--- config.mk ---
export PLATFORM = sky130hd
export DESIGN_NAME = shader_output_slot_mapper
export DESIGN_NICKNAME = d
export VERILOG_FILES = /design/src/sv/sosm_pkg.sv /design/src/sv/sosm_ctrl.sv /design/src/sv/sosm_datapath.sv /design/src/sv/shader_output_slot_mapper.sv
export VERILOG_INCLUDE_DIRS = /design/src /design/src/sv
export SDC_FILE = /design/constraint.sdc
export NUM_CORES = 1
export LEC_CHECK = 0
export BUFFER_PORTS_ARGS = -buffer_cell sky130_fd_sc_hd__buf_2
export CORE_MARGIN = 2
export CORE_UTILIZATION = 45
export DETAILED_ROUTE_END_ITERATION = 16
export SYNTH_ARGS = -nofsm -noshare
export SYNTH_HDL_FRONTEND = slang
export SYNTH_SLANG_ARGS = --single-unit
--- constraint.sdc ---
create_clock -name clk_i -period 16 [get_ports clk_i]
set_clock_uncertainty 0.2 [all_clocks]
set_input_delay 1.6 -clock clk_i [delete_from_list [all_inputs] [get_ports clk_i]]
set_output_delay 1.6 -clock clk_i [all_outputs]
set_load 0.02 [all_outputs]
--- src/sv/shader_output_slot_mapper_defines.svh ---
// ----------------------------------------------------------------------------
// Assertion macros for the shader output slot mapper
// Shared property wrappers, clocked on clk_i and disabled during reset.
// ----------------------------------------------------------------------------
`ifndef SHADER_OUTPUT_SLOT_MAPPER_DEFINES_SVH
`define SHADER_OUTPUT_SLOT_MAPPER_DEFINES_SVH

// same-cycle implication
`define SOSM_ASSERT_NOW(label, ante, cons) \
  label: assert property (@(posedge clk_i) disable iff (!rst_ni) (ante) |-> (cons)) \
    else $error("slot mapper check failed");

// next-cycle implication
`define SOSM_ASSERT_NEXT(label, ante, cons) \
  label: assert property (@(posedge clk_i) disable iff (!rst_ni) (ante) |=> (cons)) \
    else $error("slot mapper check failed");

`endif

--- src/sv/sosm_pkg.sv ---
// ----------------------------------------------------------------------------
// sosm_pkg
// Types and constants shared by the slot mapper controller and datapath.
// ----------------------------------------------------------------------------
package sosm_pkg;

  localparam int unsigned F24_W       = 24;
  localparam int unsigned ATTR_IDX_W  = 3;
  localparam int unsigned NUM_COMPS   = 4;
  localparam int unsigned COMP_W      = 2;
  localparam int unsigned MAP_BYTE_W  = 8;
  localparam int unsigned MAP_W       = 32;
  localparam int unsigned COUNT_W     = 3;
  localparam int unsigned SLOT_IDX_W  = 5;
  localparam int unsigned CFG_ADDR_W  = 4;
  localparam int unsigned CFG_DATA_W  = 32;
  localparam int unsigned IN_TDATA_W  = 104;
  localparam int unsigned OUT_TDATA_W = 32;

  localparam logic [F24_W-1:0] F24_ONE      = 24'h3F0000;
  localparam logic [F24_W-1:0] F24_MAG_MASK = 24'h7FFFFF;

  // register indexes on the config port
  localparam logic [CFG_ADDR_W-1:0] REG_OUTPUT_COUNT = 4'd0;
  localparam logic [CFG_ADDR_W-1:0] REG_ATTR_MAP_0   = 4'd1;

  typedef enum logic [1:0] {
    ST_IDLE,
    ST_WRITE,
    ST_EMIT
  } state_e;

  typedef struct packed {
    logic item_load;  // capture accepted beat
    logic wr_step;    // write current component, advance
    logic rd_issue;   // read next slot for emission
    logic clear;      // drop all slot valid bits
  } cmd_t;

  typedef struct packed {
    logic comp_last;  // current component is w
    logic item_last;  // captured beat closes the vertex
    logic rd_free;    // read stage can take a slot this cycle
    logic rd_addr_last;
  } status_t;

endpackage

--- src/sv/sosm_ctrl.sv ---
// ----------------------------------------------------------------------------
// sosm_ctrl
// Sequencer: accept, write four components, then after a tlast beat stream the slots out.
// ----------------------------------------------------------------------------
module sosm_ctrl (
  input  logic             clk_i,
  input  logic             rst_ni,
  input  logic             s_valid_i,
  output logic             s_ready_o,
  input  sosm_pkg::status_t status_i,
  output sosm_pkg::cmd_t    cmd_o
);
  import sosm_pkg::*;

  state_e state_q, state_d;

  always_ff @(posedge clk_i or negedge rst_ni) begin
    if (!rst_ni) begin
      state_q <= ST_IDLE;
    end else begin
      state_q <= state_d;
    end
  end

  always_comb begin
    state_d = state_q;
    unique case (state_q)
      ST_IDLE: begin
        if (s_valid_i) state_d = ST_WRITE;
      end
      ST_WRITE: begin
        if (status_i.comp_last) state_d = status_i.item_last ? ST_EMIT : ST_IDLE;
      end
      ST_EMIT: begin
        if (status_i.rd_free && status_i.rd_addr_last) state_d = ST_IDLE;
      end
      default: state_d = ST_IDLE;
    endcase
  end

  always_comb begin
    s_ready_o = 1'b0;
    cmd_o     = '0;
    unique case (state_q)
      ST_IDLE: begin
        s_ready_o      = 1'b1;
        cmd_o.item_load = s_valid_i;
      end
      ST_WRITE: begin
        cmd_o.wr_step = 1'b1;
      end
      ST_EMIT: begin
        cmd_o.rd_issue = status_i.rd_free;
        cmd_o.clear    = status_i.rd_free && status_i.rd_addr_last;
      end
      default: begin
        s_ready_o = 1'b0;
      end
    endcase
  end

endmodule

--- src/sv/sosm_datapath.sv ---
// ----------------------------------------------------------------------------
// sosm_datapath
// Config registers, slot store, read stage and output register.
// ----------------------------------------------------------------------------
module sosm_datapath #(
  parameter int unsigned SLOT_COUNT = 24,
  parameter int unsigned NUM_ATTRS  = 7,
  parameter int unsigned COLOR_SLOT = 8
) (
  input  logic                                  clk_i,
  input  logic                                  rst_ni,
  input  logic                                  cfg_valid_i,
  input  logic [sosm_pkg::CFG_ADDR_W-1:0]       cfg_addr_i,
  input  logic [sosm_pkg::CFG_DATA_W-1:0]       cfg_data_i,
  input  logic [sosm_pkg::IN_TDATA_W-1:0]       s_tdata_i,
  input  logic                                  s_tlast_i,
  input  logic                                  m_tready_i,
  output logic                                  m_tvalid_o,
  output logic [sosm_pkg::OUT_TDATA_W-1:0]      m_tdata_o,
  output logic                                  m_tlast_o,
  input  sosm_pkg::cmd_t                        cmd_i,
  output sosm_pkg::status_t                     status_o
);
  import sosm_pkg::*;

  localparam int unsigned SLOT_W = (SLOT_COUNT > 1) ? $clog2(SLOT_COUNT) : 1;

  // config
  logic [COUNT_W-1:0] count_q;
  logic [MAP_W-1:0]   map_q [NUM_ATTRS];

  always_ff @(posedge clk_i or negedge rst_ni) begin
    if (!rst_ni) begin
      count_q <= '0;
      for (int a = 0; a < NUM_ATTRS; a++) map_q[a] <= '1;
    end else if (cfg_valid_i) begin
      if (cfg_addr_i == REG_OUTPUT_COUNT) count_q <= cfg_data_i[COUNT_W-1:0];
      for (int a = 0; a < NUM_ATTRS; a++) begin
        if (cfg_addr_i == CFG_ADDR_W'(int'(REG_ATTR_MAP_0) + a)) map_q[a] <= cfg_data_i;
      end
    end
  end

  // captured item
  logic [ATTR_IDX_W-1:0] idx_q;
  logic [F24_W-1:0]      comp_q [NUM_COMPS];
  logic                  last_q;
  logic [COMP_W-1:0]     comp_cnt_q;

  always_ff @(posedge clk_i) begin
    if (cmd_i.item_load) begin
      idx_q  <= s_tdata_i[ATTR_IDX_W-1:0];
      last_q <= s_tlast_i;
      for (int c = 0; c < NUM_COMPS; c++) begin
        comp_q[c] <= s_tdata_i[ATTR_IDX_W + c*F24_W +: F24_W];
      end
    end
  end

  always_ff @(posedge clk_i or negedge rst_ni) begin
    if (!rst_ni) begin
      comp_cnt_q <= '0;
    end else if (cmd_i.item_load) begin
      comp_cnt_q <= '0;
    end else if (cmd_i.wr_step) begin
      comp_cnt_q <= comp_cnt_q + COMP_W'(1);
    end
  end

  // slot target for the current component
  logic [MAP_W-1:0]      map_sel;
  logic [MAP_BYTE_W-1:0] map_byte;
  logic                  attr_used;
  logic                  wr_en;
  logic [SLOT_W-1:0]     wr_addr;

  always_comb begin
    map_sel = '1;
    for (int a = 0; a < NUM_ATTRS; a++) begin
      if (idx_q == ATTR_IDX_W'(a)) map_sel = map_q[a];
    end
  end

  assign map_byte  = MAP_BYTE_W'(map_sel >> {comp_cnt_q, 3'b000});
  assign attr_used = (idx_q < count_q) && (idx_q < ATTR_IDX_W'(NUM_ATTRS));
  assign wr_en     = cmd_i.wr_step && attr_used && (map_byte < MAP_BYTE_W'(SLOT_COUNT));
  assign wr_addr   = map_byte[SLOT_W-1:0];

  // slot store; an entry without its valid bit reads as one
  logic [F24_W-1:0]      mem_q [SLOT_COUNT];
  logic [SLOT_COUNT-1:0] slot_vld_q;
  logic [SLOT_W-1:0]     rd_addr_q;

  always_ff @(posedge clk_i) begin
    if (wr_en) mem_q[wr_addr] <= comp_q[comp_cnt_q];
  end

  always_ff @(posedge clk_i or negedge rst_ni) begin
    if (!rst_ni) begin
      slot_vld_q <= '0;
    end else if (cmd_i.clear) begin
      slot_vld_q <= '0;
    end else if (wr_en) begin
      slot_vld_q[wr_addr] <= 1'b1;
    end
  end

  logic rd_addr_last;
  assign rd_addr_last = (rd_addr_q == SLOT_W'(SLOT_COUNT - 1));

  always_ff @(posedge clk_i or negedge rst_ni) begin
    if (!rst_ni) begin
      rd_addr_q <= '0;
    end else if (cmd_i.rd_issue) begin
      rd_addr_q <= rd_addr_last ? '0 : rd_addr_q + SLOT_W'(1);
    end
  end

  // read stage
  logic              rd_vld_q;
  logic [F24_W-1:0]  rd_raw_q;
  logic              rd_hit_q;
  logic [SLOT_W-1:0] rd_idx_q;
  logic              rd_last_q;
  logic              m_vld_q;
  logic              load_out;

  assign load_out = rd_vld_q && (!m_vld_q || m_tready_i);

  always_ff @(posedge clk_i) begin
    if (cmd_i.rd_issue) begin
      rd_raw_q  <= mem_q[rd_addr_q];
      rd_hit_q  <= slot_vld_q[rd_addr_q];
      rd_idx_q  <= rd_addr_q;
      rd_last_q <= rd_addr_last;
    end
  end

  always_ff @(posedge clk_i or negedge rst_ni) begin
    if (!rst_ni) begin
      rd_vld_q <= 1'b0;
    end else if (cmd_i.rd_issue) begin
      rd_vld_q <= 1'b1;
    end else if (load_out) begin
      rd_vld_q <= 1'b0;
    end
  end

  // colour saturation on the way out
  logic [F24_W-1:0] rd_val;
  logic [F24_W-1:0] rd_mag;
  logic             rd_color;
  logic [F24_W-1:0] out_val;

  assign rd_val   = rd_hit_q ? rd_raw_q : F24_ONE;
  assign rd_mag   = rd_val & F24_MAG_MASK;
  assign rd_color = (int'(rd_idx_q) >= COLOR_SLOT) && (int'(rd_idx_q) < COLOR_SLOT + 4);
  assign out_val  = rd_color ? ((rd_mag < F24_ONE) ? rd_mag : F24_ONE) : rd_val;

  // output register
  logic [F24_W-1:0]      m_val_q;
  logic [SLOT_IDX_W-1:0] m_idx_q;
  logic                  m_last_q;

  always_ff @(posedge clk_i) begin
    if (load_out) begin
      m_val_q  <= out_val;
      m_idx_q  <= SLOT_IDX_W'(rd_idx_q);
      m_last_q <= rd_last_q;
    end
  end

  always_ff @(posedge clk_i or negedge rst_ni) begin
    if (!rst_ni) begin
      m_vld_q <= 1'b0;
    end else if (load_out) begin
      m_vld_q <= 1'b1;
    end else if (m_tready_i) begin
      m_vld_q <= 1'b0;
    end
  end

  assign m_tvalid_o = m_vld_q;
  assign m_tdata_o  = {(OUT_TDATA_W - F24_W - SLOT_IDX_W)'(0), m_val_q, m_idx_q};
  assign m_tlast_o  = m_last_q;

  assign status_o.comp_last    = (comp_cnt_q == COMP_W'(NUM_COMPS - 1));
  assign status_o.item_last    = last_q;
  assign status_o.rd_free      = !rd_vld_q || load_out;
  assign status_o.rd_addr_last = rd_addr_last;

endmodule

--- src/sv/shader_output_slot_mapper.sv ---
// ----------------------------------------------------------------------------
// shader_output_slot_mapper
// Gathers shader output attributes into semantic slots and emits one vertex.
// ----------------------------------------------------------------------------
// Each input beat carries one attribute; its four f24 components are written,
// one per cycle through the single write port of the slot store, to the slots
// named by the attribute's map register, so once accepted a beat holds the
// input closed through its four component writes. A beat flagged tlast then
// streams all SLOT_COUNT slots out in slot order, one beat per cycle from the
// store's single read port when the sink keeps up, with the input closed
// until the top slot is read. Colour slots COLOR_SLOT..COLOR_SLOT+3 leave
// as magnitudes clamped to 1.0; unwritten slots read as 1.0 and the store
// falls back to 1.0 after each vertex. Configuration writes are always taken.
`include "shader_output_slot_mapper_defines.svh"

module shader_output_slot_mapper #(
  parameter int unsigned SLOT_COUNT = 24,  // 8..32
  parameter int unsigned NUM_ATTRS  = 7,   // 1..7
  parameter int unsigned COLOR_SLOT = 8    // 0..20
) (
  input  logic                               clk_i,
  input  logic                               rst_ni,
  // config write channel
  input  logic                               cfg_valid_i,
  output logic                               cfg_ready_o,
  input  logic [sosm_pkg::CFG_ADDR_W-1:0]    cfg_addr_i,
  input  logic [sosm_pkg::CFG_DATA_W-1:0]    cfg_data_i,
  // attribute stream in
  input  logic                               s_axis_tvalid,
  output logic                               s_axis_tready,
  // attr_index[2:0], comp_x[26:3], comp_y[50:27], comp_z[74:51], comp_w[98:75]
  input  logic [sosm_pkg::IN_TDATA_W-1:0]    s_axis_tdata,
  input  logic                               s_axis_tlast,   // last_attr
  // slot stream out
  output logic                               m_axis_tvalid,
  input  logic                               m_axis_tready,
  // slot_index[4:0], slot_value[28:5]
  output logic [sosm_pkg::OUT_TDATA_W-1:0]   m_axis_tdata,
  output logic                               m_axis_tlast    // last_slot
);
  import sosm_pkg::*;

  cmd_t    cmd;
  status_t status;

  // output beat fields, for the checks
  logic [SLOT_IDX_W-1:0] out_slot;
  logic [F24_W-1:0]      out_value;
  logic                  out_colour;

  // register writes never stall
  assign cfg_ready_o = 1'b1;

  sosm_ctrl u_ctrl (
    .clk_i     (clk_i),
    .rst_ni    (rst_ni),
    .s_valid_i (s_axis_tvalid),
    .s_ready_o (s_axis_tready),
    .status_i  (status),
    .cmd_o     (cmd)
  );

  sosm_datapath #(
    .SLOT_COUNT (SLOT_COUNT),
    .NUM_ATTRS  (NUM_ATTRS),
    .COLOR_SLOT (COLOR_SLOT)
  ) u_datapath (
    .clk_i       (clk_i),
    .rst_ni      (rst_ni),
    .cfg_valid_i (cfg_valid_i),
    .cfg_addr_i  (cfg_addr_i),
    .cfg_data_i  (cfg_data_i),
    .s_tdata_i   (s_axis_tdata),
    .s_tlast_i   (s_axis_tlast),
    .m_tready_i  (m_axis_tready),
    .m_tvalid_o  (m_axis_tvalid),
    .m_tdata_o   (m_axis_tdata),
    .m_tlast_o   (m_axis_tlast),
    .cmd_i       (cmd),
    .status_o    (status)
  );

  // ---- checks ----
  assign out_slot   = m_axis_tdata[SLOT_IDX_W-1:0];
  assign out_value  = m_axis_tdata[SLOT_IDX_W +: F24_W];
  assign out_colour = (int'(out_slot) >= COLOR_SLOT) && (int'(out_slot) < COLOR_SLOT + 4);

  // the closing beat of a vertex always names the top slot
  `SOSM_ASSERT_NOW(a_last_is_top_slot, m_axis_tvalid && m_axis_tlast, out_slot == SLOT_IDX_W'(SLOT_COUNT - 1))
  // colour slots never leave above one, and never negative
  `SOSM_ASSERT_NOW(a_color_clamped, m_axis_tvalid && out_colour, out_value <= F24_ONE)
  // an accepted beat keeps the input closed while its components are written
  `SOSM_ASSERT_NEXT(a_busy_after_accept, s_axis_tvalid && s_axis_tready, !s_axis_tready)

endmodule
==> qor.csv <==
metric,value,unit
Layout fillers,7063,
fraction of layout cells with a size suffix above 1,0.459,
vias,20462,
Post-Layout Cell Count,3529,
Worst setup EP type,flop,
"most common cell after layout, fill and taps aside",edfxtp_1,
Synth Area in XOR/XNOR,0.000219,
Post-Synthesis Cells,2091,
Synth Area per Inst,19.2,µm²
die height,302,µm
Syn Std Cell Area,40100,µm²
GRT overflow,0,
n_diodes,0,
post-synthesis async set-or-reset flop share,0.262,
Placed Instances,3350,
final hold viol count,0,
Tcrit/Tclk final,0.379,
All-Layer GR Usage,0.207,
crit path time final,6.07,ns
Ys Warns,0,
clk slew on worst S/H paths,0.06,ns
main combinational cell family by area after synthesis,multiplexers,
Pwr Total,0.00772,W
DRC errors left,0,
Initial Util,0.454,
Num CTS Buffers,99,
root buffer cell,clkbuf_16,
f_max,165,MHz
Slew Limit Fails,0,
"Area growth, synth to finish",13.7,%
hold_buf cts,0,
Antenna Nets Post-Route,0,
initial DRC count,1729,
Worst-Margin Slew,1.19,ns
Post-CTS Setup Bufs,0,
clk_lat worst skew,0.66,ns
CP max FO,58,
width of the die,302,µm
row count,109,
PwrDens,169,nW/µm²
Final setup viols,0,
Sink Count,999,
Placer Congestion,0.767,
initial antenna violation count,10,
DIE AREA,91500,µm²
CP required,16.13,ns
VDD IR-drop max,124,µV
ys flop type,edfxtp_1,
PortBufs,172,
status,"complete, no violations",
Post-Synth Simple-Gate Area,0.0317,
CORE AREA,88400,µm²
multiplexer share of the synthesized area,0.193,
LEAKAGE,15.5,nW
total negative slack,0,ns
"Distinct cells, synth",75,
RSZ-0062 raised after global routing,no,
vias in the first global route,21701,
Crit Path Category,reg -> reg,
CP Launch Type,flop,
headroom to the max-slew limit,0.207,
Post-Synth Adder-Cell Area,0.00125,
Seq cells post-synth,999,
Layout Nets,2436,
CP arrival,6.20,ns
TritonCTS clock tree,done,
"commonest non-fill, non-tap cells in the layout","edfxtp_1 (737), mux2_2 (244), dfstp_2 (224)",
Max Root-Sink Buffers,3,
largest net degree at the start of global routing,199,
WL per Instance,26.5,µm
drt total wl,93500,µm
TritonRoute pass-1 iters,7,
compound-gate portion of the synthesized area,0.0360,
io pins,182,
max-cap viol count,0,
post-cts gate resize count,0,
hold crit path type,reg -> reg,
first-pass GRT wire length,138000,µm
"EDFF count, synth",737,
H-tree levels,3,
register area share after synthesis,0.723,
Via-to-Cell Ratio,5.80,
HPWL after DPL,52200,µm
## area by class of cell
cell class              instances  area [µm²]  area share
flip-flops and latches        999       29000       0.636
multi-input cells             955       10700       0.236
clock buffers                 132        2730      0.0598
well taps                    1165        1460      0.0320
repair buffers                216        1210      0.0266
clock inverters                47         389     0.00854
inverters                      15        56.3     0.00124
## stage by stage
step | hold slack (ns) | setup WS, ns | utilization | cell area, µm²
2_1_floorplan | 0.200 | 10.07 | - | 40100
3_3_place_gp | 0.202 | 9.82 | 0.480 | 42500
3_5_place_dp | 0.230 | 9.87 | 0.480 | 42500
4_1_cts | 0.240 | 9.83 | 0.516 | 45600
5_1_grt | 0.246 | 9.66 | 0.516 | 45600
6_report | 0.229 | 9.93 | 0.516 | 45600
## sequential cells by signal, indices dropped and copies added, names as in the netlist, 2 cells and up
name                   cells
u_datapath.mem_q         576
u_datapath.map_q         224
u_datapath.comp_q         96
u_datapath.m_val_q        24
u_datapath.rd_raw_q       24
u_datapath.slot_vld_q     24
u_datapath.m_idx_q         5
u_datapath.rd_addr_q       5
u_datapath.rd_idx_q        5
u_datapath.count_q         3
u_datapath.idx_q           3
u_ctrl.state_q             2
u_datapath.comp_cnt_q      2
## path summary, 6_finish.rpt
path                                        start                       to  slack (ns)  cells after the start
max in group asynchronous                  rst_ni  u_datapath.rd_addr_q[2]       13.30                      2
min in group asynchronous                  rst_ni    u_datapath.count_q[2]        0.71                      1
max                           u_datapath.idx_q[2]  u_datapath.mem_q[14][5]        9.93                     11
max reg2reg                   u_datapath.idx_q[2]  u_datapath.mem_q[14][5]        9.93                     11
min                        u_datapath.rd_idx_q[0]    u_datapath.m_idx_q[0]        0.23                      0
min reg2reg                u_datapath.rd_idx_q[0]    u_datapath.m_idx_q[0]        0.23                      0
## cells in the mapped netlist, types with 9 or more instances
master	number	area, µm²
a21oi_1	47	235
mux2_2	244	2750
nor3_1	16	80.1
buf_1	29	109
or3_1	10	62.6
o31ai_1	12	90.1
a22oi_1	12	90.1
mux4_2	200	4500
mux2i_1	50	500
buf_2	17	85.1
nand3_1	10	50.1
clkbuf_1	70	263
and2_1	20	125
or2_2	9	56.3
o21ai_0	37	185
nor2b_1	14	87.6
dfstp_2	224	5890
nand2b_1	14	87.6
dfrtp_1	38	951
inv_1	13	48.8
nand2_1	55	206
edfxtp_1	737	22100
nor2_1	68	255
## power breakdown
part	internal, W	total [W]	leakage (nW)	switching (W)
Combinational	0.000801	0.00187	4.52	0.00107
Sequential	0.00345	0.00363	9.43	0.000181
Clock	0.00128	0.00222	1.54	0.000949
Total	0.00552	0.00772	15.5	0.00220
## cells by family after synthesis
group | Yosys count
buffers and inverters | 139
AOI/OAI and AO/OA | 203
adders and majority gates | 4
other | 2
muxes | 494
DFF | 999
xor gates and xnor gates | 1
and+or+nand+nor | 249
## critical path, cell delays in order (launching register included)
cell,delay (ns)
edfxtp_1,0.32
buf_4,0.30
buf_4,0.70
inv_1,0.63
o221a_2,0.46
o22ai_1,0.21
a2bb2oi_1,0.12
a32o_1,0.29
or3_4,0.44
or4_1,0.82
nor2_4,0.70
buf_4,0.44
## per-layer routing
layer	GRT usage	wire (µm)	up-vias
met4	0.0633	2440	18
li1	-	-	8786
met2	0.348	47400	558
met3	0.0343	4830	175
met5	0	115	-
met1	0.278	38700	10925
(Power assumes the default switching activity.)
